File: config.mk
export PLATFORM = sky130hd
export DESIGN_NAME = nkro_report_builder_core
export DESIGN_NICKNAME = d
export VERILOG_FILES = /design/src/hdl/nrb_pkg.sv /design/src/hdl/nrb_ctrl.sv /design/src/hdl/nrb_datapath.sv /design/src/hdl/nkro_report_builder_core.sv
export VERILOG_INCLUDE_DIRS = /design/src /design/src/hdl
export SDC_FILE = /design/constraint.sdc
export NUM_CORES = 2
export LEC_CHECK = 0
export BUFFER_PORTS_ARGS = -buffer_cell sky130_fd_sc_hd__buf_4
export CAP_MARGIN = 15
export CORE_MARGIN = 2
export CORE_UTILIZATION = 40
export DETAILED_ROUTE_END_ITERATION = 10
export HOLD_SLACK_MARGIN = 0.08
export MAX_ROUTING_LAYER = met4
export SLEW_MARGIN = 20
export SYNTH_ARGS = -nofsm -noshare
export SYNTH_HDL_FRONTEND = slang
export SYNTH_HIERARCHICAL = 1
export SYNTH_SLANG_ARGS = --single-unit
File: constraint.sdc
create_clock -name aclk -period 3.8 [get_ports aclk]
set_clock_uncertainty 0.2 [all_clocks]
set_input_delay 0.19 -clock aclk [delete_from_list [all_inputs] [get_ports aclk]]
set_output_delay 0.19 -clock aclk [all_outputs]
set_load 0.005 [all_outputs]
File: src/hdl/assert_macros.svh
// assertion macros used by the rtl top level
// expects aclk and aresetn to be visible where a macro is used
`ifndef ASSERT_MACROS_SVH
`define ASSERT_MACROS_SVH

// check of a plain expression, sampled on the rising edge, off during reset
`define NRB_ASSERT(lbl, expr, msg) \
    lbl: assert property (@(posedge aclk) disable iff (!aresetn) (expr)) else $error(msg);

// implication check, sampled on the rising edge, off during reset
`define NRB_ASSERT_IMP(lbl, ante, cons, msg) \
    lbl: assert property (@(posedge aclk) disable iff (!aresetn) (ante) |=> (cons)) \
        else $error(msg);

`endif

File: src/hdl/nrb_pkg.sv
// shared types, constants and codes for the nkro report builder
// no dependencies
`default_nettype none

package nrb_pkg;

    localparam int NUM_KEYS     = 77;
    localparam int REPORT_BYTES = 16;

    localparam int KEY_W       = (NUM_KEYS > 1) ? $clog2(NUM_KEYS) : 1;
    localparam int BYTE_W      = $clog2(REPORT_BYTES);
    localparam int BITMAP_BITS = (REPORT_BYTES - 2) * 8;
    localparam int CHUNK_BITS  = 32;

    localparam logic [7:0] USAGE_FIRST = 8'h04;

    // input operation codes
    typedef enum logic [1:0] {
        OP_BASE  = 2'd0,
        OP_FN    = 2'd1,
        OP_REARM = 2'd2,
        OP_KEY   = 2'd3
    } op_t;

    // configuration register indexes
    typedef enum logic [1:0] {
        CFG_MAP_VALID = 2'd0,
        CFG_FN_ENABLE = 2'd1,
        CFG_FN_KEY    = 2'd2,
        CFG_SPARE     = 2'd3
    } cfg_idx_t;

    typedef enum logic [1:0] {
        ST_IDLE,
        ST_WALK,
        ST_DRAIN,
        ST_EMIT
    } state_t;

    // controller to datapath
    typedef struct packed {
        logic              accept;
        logic              clear;
        logic              rd_en;
        logic [KEY_W-1:0]  rd_key;
        logic [BYTE_W-1:0] byte_idx;
    } cmd_t;

    // datapath to controller
    typedef struct packed {
        logic map_valid;
    } status_t;

endpackage

`default_nettype wire

File: src/hdl/nrb_ctrl.sv
// controller: sequences accept, key walk, drain and byte emission
// depends on nrb_pkg
`default_nettype none

module nrb_ctrl (
    input  wire logic            aclk,
    input  wire logic            aresetn,
    input  wire logic            s_valid,
    output logic                 s_ready,
    input  wire logic [1:0]      s_op,
    input  wire logic            s_last_chunk,
    output logic                 m_valid,
    input  wire logic            m_ready,
    output logic [3:0]           m_byte_index,
    output logic                 m_last_byte,
    input  wire nrb_pkg::status_t status,
    output nrb_pkg::cmd_t        cmd
);
    import nrb_pkg::*;

    state_t            state_reg, state_next;
    logic [KEY_W-1:0]  key_reg, key_next;
    logic [BYTE_W-1:0] byte_reg, byte_next;
    logic              accept;
    logic              start;
    logic              key_last;
    logic              byte_last;

    assign accept    = s_valid && s_ready;
    assign start     = accept && (s_op == OP_KEY) && s_last_chunk;
    assign key_last  = (key_reg == KEY_W'(NUM_KEYS - 1));
    assign byte_last = (byte_reg == BYTE_W'(REPORT_BYTES - 1));

    // state and counters
    always_ff @(posedge aclk) begin
        if (!aresetn) begin
            state_reg <= ST_IDLE;
            key_reg   <= '0;
            byte_reg  <= '0;
        end else begin
            state_reg <= state_next;
            key_reg   <= key_next;
            byte_reg  <= byte_next;
        end
    end

    // next state
    always_comb begin
        state_next = state_reg;
        key_next   = key_reg;
        byte_next  = byte_reg;
        case (state_reg)
            ST_IDLE: begin
                key_next  = '0;
                byte_next = '0;
                if (start) begin
                    state_next = status.map_valid ? ST_WALK : ST_EMIT;
                end
            end
            ST_WALK: begin
                if (key_last) begin
                    state_next = ST_DRAIN;
                end else begin
                    key_next = key_reg + 1'b1;
                end
            end
            ST_DRAIN: begin
                state_next = ST_EMIT;
            end
            ST_EMIT: begin
                if (m_ready) begin
                    if (byte_last) begin
                        state_next = ST_IDLE;
                        byte_next  = '0;
                    end else begin
                        byte_next = byte_reg + 1'b1;
                    end
                end
            end
            default: begin
                state_next = ST_IDLE;
            end
        endcase
    end

    // outputs and datapath commands
    always_comb begin
        s_ready      = (state_reg == ST_IDLE);
        m_valid      = (state_reg == ST_EMIT);
        m_byte_index = 4'(byte_reg);
        m_last_byte  = byte_last;
        cmd.accept   = accept;
        cmd.clear    = start;
        cmd.rd_en    = (state_reg == ST_WALK);
        cmd.rd_key   = key_reg;
        cmd.byte_idx = byte_reg;
    end

endmodule

`default_nettype wire

File: src/hdl/nrb_datapath.sv
// datapath: key maps, key-down and rearm bits, config, report build and byte select
// depends on nrb_pkg
`default_nettype none

module nrb_datapath (
    input  wire logic          aclk,
    input  wire logic          aresetn,
    input  wire nrb_pkg::cmd_t cmd,
    output nrb_pkg::status_t   status,
    input  wire logic [1:0]    s_op,
    input  wire logic [6:0]    s_key_index,
    input  wire logic [7:0]    s_usage_code,
    input  wire logic [7:0]    s_modifier_bits,
    input  wire logic [1:0]    s_chunk_index,
    input  wire logic [31:0]   s_key_bits,
    input  wire logic          cfg_valid,
    input  wire logic [1:0]    cfg_index,
    input  wire logic [7:0]    cfg_data,
    output logic [7:0]         m_byte_value
);
    import nrb_pkg::*;

    // configuration registers
    logic       map_valid_reg;
    logic       fn_enable_reg;
    logic [7:0] fn_key_reg;

    always_ff @(posedge aclk) begin
        if (!aresetn) begin
            map_valid_reg <= 1'b0;
            fn_enable_reg <= 1'b0;
            fn_key_reg    <= 8'hFF;
        end else if (cfg_valid) begin
            case (cfg_index)
                CFG_MAP_VALID: map_valid_reg <= cfg_data[0];
                CFG_FN_ENABLE: fn_enable_reg <= cfg_data[0];
                CFG_FN_KEY:    fn_key_reg    <= cfg_data;
                default:       ;
            endcase
        end
    end

    assign status.map_valid = map_valid_reg;

    // map memories, one {usage, modifier} word per key
    logic [15:0]         base_mem [NUM_KEYS];
    logic [15:0]         fn_mem   [NUM_KEYS];
    logic [NUM_KEYS-1:0] base_vld_reg;
    logic [NUM_KEYS-1:0] fn_vld_reg;
    logic [15:0]         base_rd_reg;
    logic [15:0]         fn_rd_reg;
    logic                base_rv_reg;
    logic                fn_rv_reg;
    logic [KEY_W-1:0]    wr_key;
    logic                key_ok;
    logic                wr_base;
    logic                wr_fn;

    assign wr_key  = KEY_W'(s_key_index);
    assign key_ok  = ({1'b0, s_key_index} < 8'(NUM_KEYS));
    assign wr_base = cmd.accept && (s_op == OP_BASE) && key_ok;
    assign wr_fn   = cmd.accept && (s_op == OP_FN) && key_ok;

    always_ff @(posedge aclk) begin
        if (wr_base) begin
            base_mem[wr_key] <= {s_usage_code, s_modifier_bits};
        end
        if (wr_fn) begin
            fn_mem[wr_key] <= {s_usage_code, s_modifier_bits};
        end
        if (cmd.rd_en) begin
            base_rd_reg <= base_mem[cmd.rd_key];
            fn_rd_reg   <= fn_mem[cmd.rd_key];
        end
    end

    // per-entry written flags, unwritten entries read as zero
    always_ff @(posedge aclk) begin
        if (!aresetn) begin
            base_vld_reg <= '0;
            fn_vld_reg   <= '0;
        end else begin
            if (wr_base) begin
                base_vld_reg[wr_key] <= 1'b1;
            end
            if (wr_fn) begin
                fn_vld_reg[wr_key] <= 1'b1;
            end
        end
    end

    always_ff @(posedge aclk) begin
        if (cmd.rd_en) begin
            base_rv_reg <= base_vld_reg[cmd.rd_key];
            fn_rv_reg   <= fn_vld_reg[cmd.rd_key];
        end
    end

    // read pipeline tag
    logic             vld_d_reg;
    logic [KEY_W-1:0] key_d_reg;

    always_ff @(posedge aclk) begin
        if (!aresetn) begin
            vld_d_reg <= 1'b0;
        end else begin
            vld_d_reg <= cmd.rd_en;
        end
    end

    always_ff @(posedge aclk) begin
        key_d_reg <= cmd.rd_key;
    end

    // key-down and rearm bits
    logic [NUM_KEYS-1:0] key_down_reg;
    logic [NUM_KEYS-1:0] rearm_reg;
    logic                kd;
    logic                rm;
    logic                layer_on;
    logic                is_fn_key;
    logic                fn_key_ok;
    logic [15:0]         base_ent;
    logic [15:0]         fn_ent;
    logic [15:0]         sel_ent;
    logic                contrib;
    logic [7:0]          ubit;
    logic                bit_hit;

    assign kd        = key_down_reg[key_d_reg];
    assign rm        = rearm_reg[key_d_reg];
    assign fn_key_ok = (fn_key_reg < 8'(NUM_KEYS));
    assign layer_on  = fn_enable_reg && fn_key_ok && key_down_reg[KEY_W'(fn_key_reg)];
    assign is_fn_key = layer_on && (fn_key_reg == 8'(key_d_reg));

    always_ff @(posedge aclk) begin
        if (!aresetn) begin
            key_down_reg <= '0;
            rearm_reg    <= '0;
        end else if (cmd.accept && (s_op == OP_KEY || s_op == OP_REARM)) begin
            for (int k = 0; k < NUM_KEYS; k++) begin
                if ((k >> 5) == int'(s_chunk_index)) begin
                    if (s_op == OP_KEY) begin
                        key_down_reg[k] <= s_key_bits[5'(k)];
                    end else begin
                        rearm_reg[k] <= s_key_bits[5'(k)];
                    end
                end
            end
        end else if (vld_d_reg && !kd) begin
            // released key drops its rearm hold
            rearm_reg[key_d_reg] <= 1'b0;
        end
    end

    // entry selection for the key under process
    always_comb begin
        base_ent = base_rv_reg ? base_rd_reg : 16'h0000;
        fn_ent   = fn_rv_reg ? fn_rd_reg : 16'h0000;
        sel_ent  = (layer_on && (fn_ent != 16'h0000)) ? fn_ent : base_ent;
        contrib  = vld_d_reg && kd && !rm && !is_fn_key;
        ubit     = sel_ent[15:8] - USAGE_FIRST;
        bit_hit  = (sel_ent[15:8] >= USAGE_FIRST) && ({1'b0, ubit} < 9'(BITMAP_BITS));
    end

    // report accumulation
    logic [7:0]             mods_reg;
    logic [BITMAP_BITS-1:0] bitmap_reg;

    always_ff @(posedge aclk) begin
        if (cmd.clear) begin
            mods_reg   <= '0;
            bitmap_reg <= '0;
        end else if (contrib) begin
            mods_reg <= mods_reg | sel_ent[7:0];
            for (int b = 0; b < BITMAP_BITS; b++) begin
                if (bit_hit && ({1'b0, ubit} == 9'(b))) begin
                    bitmap_reg[b] <= 1'b1;
                end
            end
        end
    end

    // report byte select
    always_comb begin
        m_byte_value = 8'h00;
        if (cmd.byte_idx == '0) begin
            m_byte_value = mods_reg;
        end
        for (int j = 2; j < REPORT_BYTES; j++) begin
            if (cmd.byte_idx == BYTE_W'(j)) begin
                m_byte_value = bitmap_reg[(j - 2) * 8 +: 8];
            end
        end
    end

endmodule

`default_nettype wire

File: src/hdl/nkro_report_builder_core.sv
// top level of the nkro report builder: controller, datapath and checks
// depends on nrb_pkg, nrb_ctrl, nrb_datapath and assert_macros.svh
`default_nettype none

// Map writes (op 0, op 1) and rearm or key chunk loads (op 2, op 3 without
// last_chunk) are each taken in a single transaction. A key chunk with
// last_chunk set starts a report: the accept, then a walk over all NUM_KEYS
// keys through the single read port of the map memories, a drain state,
// then REPORT_BYTES result transactions, one per cycle while m_ready is
// high. With map_valid clear the walk is skipped and the all-zero report
// follows the accept directly. No new input is taken until the last report
// byte has gone. The maps need no clearing pass after reset: each entry
// carries a written flag and reads as zero until written. The configuration
// port is always ready.
module nkro_report_builder_core (
    input  wire logic        aclk,
    input  wire logic        aresetn,
    input  wire logic        s_valid,
    output logic             s_ready,
    input  wire logic [1:0]  s_op,
    input  wire logic [6:0]  s_key_index,
    input  wire logic [7:0]  s_usage_code,
    input  wire logic [7:0]  s_modifier_bits,
    input  wire logic [1:0]  s_chunk_index,
    input  wire logic [31:0] s_key_bits,
    input  wire logic        s_last_chunk,
    output logic             m_valid,
    input  wire logic        m_ready,
    output logic [3:0]       m_byte_index,
    output logic [7:0]       m_byte_value,
    output logic             m_last_byte,
    input  wire logic        cfg_valid,
    output logic             cfg_ready,
    input  wire logic [1:0]  cfg_index,
    input  wire logic [7:0]  cfg_data
);
    import nrb_pkg::*;

    cmd_t    cmd;
    status_t status;
    logic    rpt_start;
    logic    last_ok;
    logic    out_done;

    assign cfg_ready = 1'b1;

    nrb_ctrl u_ctrl (
        .aclk         (aclk),
        .aresetn      (aresetn),
        .s_valid      (s_valid),
        .s_ready      (s_ready),
        .s_op         (s_op),
        .s_last_chunk (s_last_chunk),
        .m_valid      (m_valid),
        .m_ready      (m_ready),
        .m_byte_index (m_byte_index),
        .m_last_byte  (m_last_byte),
        .status       (status),
        .cmd          (cmd)
    );

    nrb_datapath u_datapath (
        .aclk            (aclk),
        .aresetn         (aresetn),
        .cmd             (cmd),
        .status          (status),
        .s_op            (s_op),
        .s_key_index     (s_key_index),
        .s_usage_code    (s_usage_code),
        .s_modifier_bits (s_modifier_bits),
        .s_chunk_index   (s_chunk_index),
        .s_key_bits      (s_key_bits),
        .cfg_valid       (cfg_valid),
        .cfg_index       (cfg_index),
        .cfg_data        (cfg_data),
        .m_byte_value    (m_byte_value)
    );

    // terms for the checks below
    assign rpt_start = s_valid && s_ready && (s_op == OP_KEY) && s_last_chunk;
    assign last_ok   = !(m_valid && m_last_byte) || (m_byte_index == 4'(REPORT_BYTES - 1));
    assign out_done  = m_valid && m_ready && m_last_byte;

    `include "assert_macros.svh"

    // input side and result side never open together
    `NRB_ASSERT(a_no_overlap, !(s_ready && m_valid), "input ready while report in flight")
    // final byte carries the last report position
    `NRB_ASSERT(a_last_index, last_ok, "last byte at wrong index")
    // a report-starting transaction closes the input side
    `NRB_ASSERT_IMP(a_start_busy, rpt_start, !s_ready, "input still ready after report start")
    // taking the last byte reopens the input side
    `NRB_ASSERT_IMP(a_end_idle, out_done, s_ready && !m_valid, "not idle after last byte")

endmodule

`default_nettype wire

==> reports/metrics.cfg <==
[status]
outcome = complete, no violations

[min_path]
holdCritPathClass = input pin to flop

[yosys]
syn_area_sq_mm = 0.1150
synthTopCellsByArea = edfxtp_1, mux4_2, dfxtp_1
synthSimpleGateAreaFrac_pct = 2.868
async_reset_ff_share_pct = 0
ys_ff_latch = 2925
synth_top_area_share_pct = 65.23
synth_mux_area_share_pct = 17.56
synth_xor_area_share_pct = 0.06854
synthCells = 5975
synth_top_cell_by_area = edfxtp_1
netlist-cell-type-count = 95
syn_nets = 6057
synth_flop_cell = edfxtp_1
synthAdderAreaFrac_pct = 0.07616
ys_warn_count = 6
yosysSeqAreaShare_pct = 72.66
synth_compound_area_share_pct = 5.042
synth_top_family_by_area = multiplexers
synth_area_per_cell_sq_um = 19.25
synth-edff-count = 2498

[placement]
routabilityCongestion = 0.8747
dpl.hpwl_mm = 178.4
placed_cells = 9880
post_dp_cell_area_sq_mm = 0.1234
port_buffers = 73

[grt]
grt_max_degree = 143
antenna_found_initial = 23
overflow = 0
first_global_vias = 61249
track_usage_pct = 20.99
grt_pass1_wl_mm = 434.3

[cts]
cts_root_buf = clkbuf_16
clk_pin_slew_worst_paths_ps = 60
cts_tree = yes
cts_max_level = 5
clkSinkCount = 2925
numCtsBuffers = 307
clk_latency_ps = 880
cts.path.max_buffers = 4

[timing]
slew_violations = 0
relSlewSlack_pct = 27.00
finalSetupViolCount = 0
worst_pin_slew_ps = 1095
period_needed_ps = 3731
finalSetupTns_ps = 0
hold_viol = 0
fin_crit_sh_pct = 98.19
max_freq_mhz = 268.0

[die]
initial_core_util_pct = 40.29
die_area_sq_mm = 0.2918
die_h_microns = 540.2
core-area_sq_mm = 0.2855
pin_count = 91
fp.dieW_microns = 540.2
placementRows = 196

[final_layout]
final_cell_area_sq_mm = 0.1343
layout.nets = 6626
syn_to_final_growth_pct = 16.79
instances_no_fill = 10553
drive_gt1_share_pct = 29.12

[setup_path]
crit_type = flop to flop
endpoint = u_datapath/base_rd_reg[12]
endpoint_kind = flop
worstSetupStartpointType = flop
crit_fanout = 14
cp.required_ps = 4340
timing.rr.start = u_ctrl/key_reg[1]
crit_start = u_ctrl/key_reg[1]
rr_endpoint = u_datapath/base_rd_reg[12]
reg2regPathDepth = 6
ff2ff_setup_slack_ps = 70
cp.arrival_ps = 4270

[power_and_ir_drop]
p_leak_nw = 41.49
ir_drop_uv = 337.4
powerDensity_mw_per_mm2 = 553.2
finalPower_mw = 74.30

[job]
cap_viol_max_count = 0

[detailed_routing]
wire_per_inst_microns = 28.61
antenna_left = 0
viasPerCell = 5.806
drc = 0
drtIter0Drc = 6599
drtPass1Iterations = 6
wl_mm = 301.9
num_vias = 61269

==> per-layer routing <==
metal | vias to the layer above | part of all wire, % | GRT usage (%) | wire (microns)
li1 | 25592 | - | - | -
met1 | 32868 | 42 | 28.87 | 127000
met2 | 2345 | 48 | 32.99 | 145400
met3 | 464 | 7.5 | 3.077 | 22520
met4 | 0 | 2.3 | 5.290 | 6996
met5 | - | 0 | - | 0
==> metrics by stage <==
stage / util [%] / hold WS [ps] / setup slack (ps)
2_1_floorplan: - / 88.87 / 9.594
3_3_place_gp: 43.23 / 216.8 / -162.7
3_5_place_dp: 43.23 / 214.5 / -187.1
4_1_cts: 47.04 / 81.21 / 7.959
5_1_grt: 47.05 / 128.9 / -36.68
6_report: 47.05 / 127.3 / 68.81
==> where the power goes <==
group / leakage (nW) / internal (mW) / switching, mW
logic: 10.8 / 4.54 / 4.82
clock network: 4.76 / 17.1 / 12.2
registers: 25.9 / 35.3 / 0.366
total: 41.5 / 57.0 / 17.3
==> timing repair <==
item                        CTS  global route
hold buffers                116             0
resized for setup             2             4
setup buffers                 0             2
gates cloned                  0             0
setup endpoints to repair    47            48
pin swaps                     0             2
hold endpoints to repair   2388             0
==> cell usage after synthesis (36+ instances only) <==
| library cell | instances |
|---|---|
| nand2_1 | 296 |
| buf_2 | 46 |
| dfxtp_1 | 427 |
| mux4_2 | 801 |
| mux2_2 | 52 |
| a21boi_0 | 80 |
| buf_1 | 87 |
| inv_1 | 110 |
| edfxtp_1 | 2498 |
| clkbuf_1 | 219 |
| mux2i_1 | 145 |
| a21oi_1 | 160 |
| o221ai_1 | 48 |
| nor2b_1 | 39 |
| o21ai_0 | 142 |
| nand2b_1 | 36 |
| nor2_1 | 220 |
| o22ai_1 | 55 |
| o21a_1 | 154 |
| o32ai_1 | 80 |
==> cells by family after synthesis <==
logic type | Yosys count
DFF | 2925
muxes | 1003
AOI/OAI and AO/OA | 827
and+or+nand+nor | 720
buffers and inverters | 483
xor gates and xnor gates | 9
adders and majority gates | 7
other | 1
==> cells in the final DEF, fill, tap and decap left out, drive strengths merged, types with 52 or more instances in the layout <==
master,instances
a21boi,80
a21oi,163
buf,517
clkbuf,414
clkinv,95
dfxtp,427
dlygate4sd3,115
edfxtp,2498
inv,120
mux2,52
mux2i,148
mux4,803
nand2,298
nor2,220
o21a,154
o21ai,145
o22ai,55
o32ai,83
==> worst max-delay path: stages (launching register included) <==
cell and delay (ps):
dfxtp_4 710, nand2_2 550, o221ai_1 400, o22ai_1 140, a21oi_1 710, mux4_2 580
mux2_2 240
==> how the worst min path moves through the flow <==
stage,from,to,slack [ps],depth (start not counted)
2_1_floorplan,s_modifier_bits[0],u_datapath/base_mem[0][0],90,0
3_3_place_gp,u_datapath/rearm_reg[16],u_datapath/rearm_reg[16],220,2
3_5_place_dp,cfg_data[5],u_datapath/fn_key_reg[5],210,3
4_1_cts,s_key_index[6],u_datapath/fn_mem[46][13],80,4
5_1_grt,s_key_index[6],u_datapath/fn_mem[46][13],130,4
6_report,s_modifier_bits[2],u_datapath/base_mem[41][2],130,2
==> cell type report <==
type / instances / area [sq um]
fill: 23629 / 151100
sequential: 2925 / 83580
multi-input combinational: 2567 / 29780
clock buffer: 414 / 8436
timing repair buffer: 632 / 6091
tap: 3762 / 4707
clock inverter: 130 / 1262
inverter: 111 / 424.2
antenna: 12 / 30.03
No activity file was read; power rests on OpenSTA's default activity.
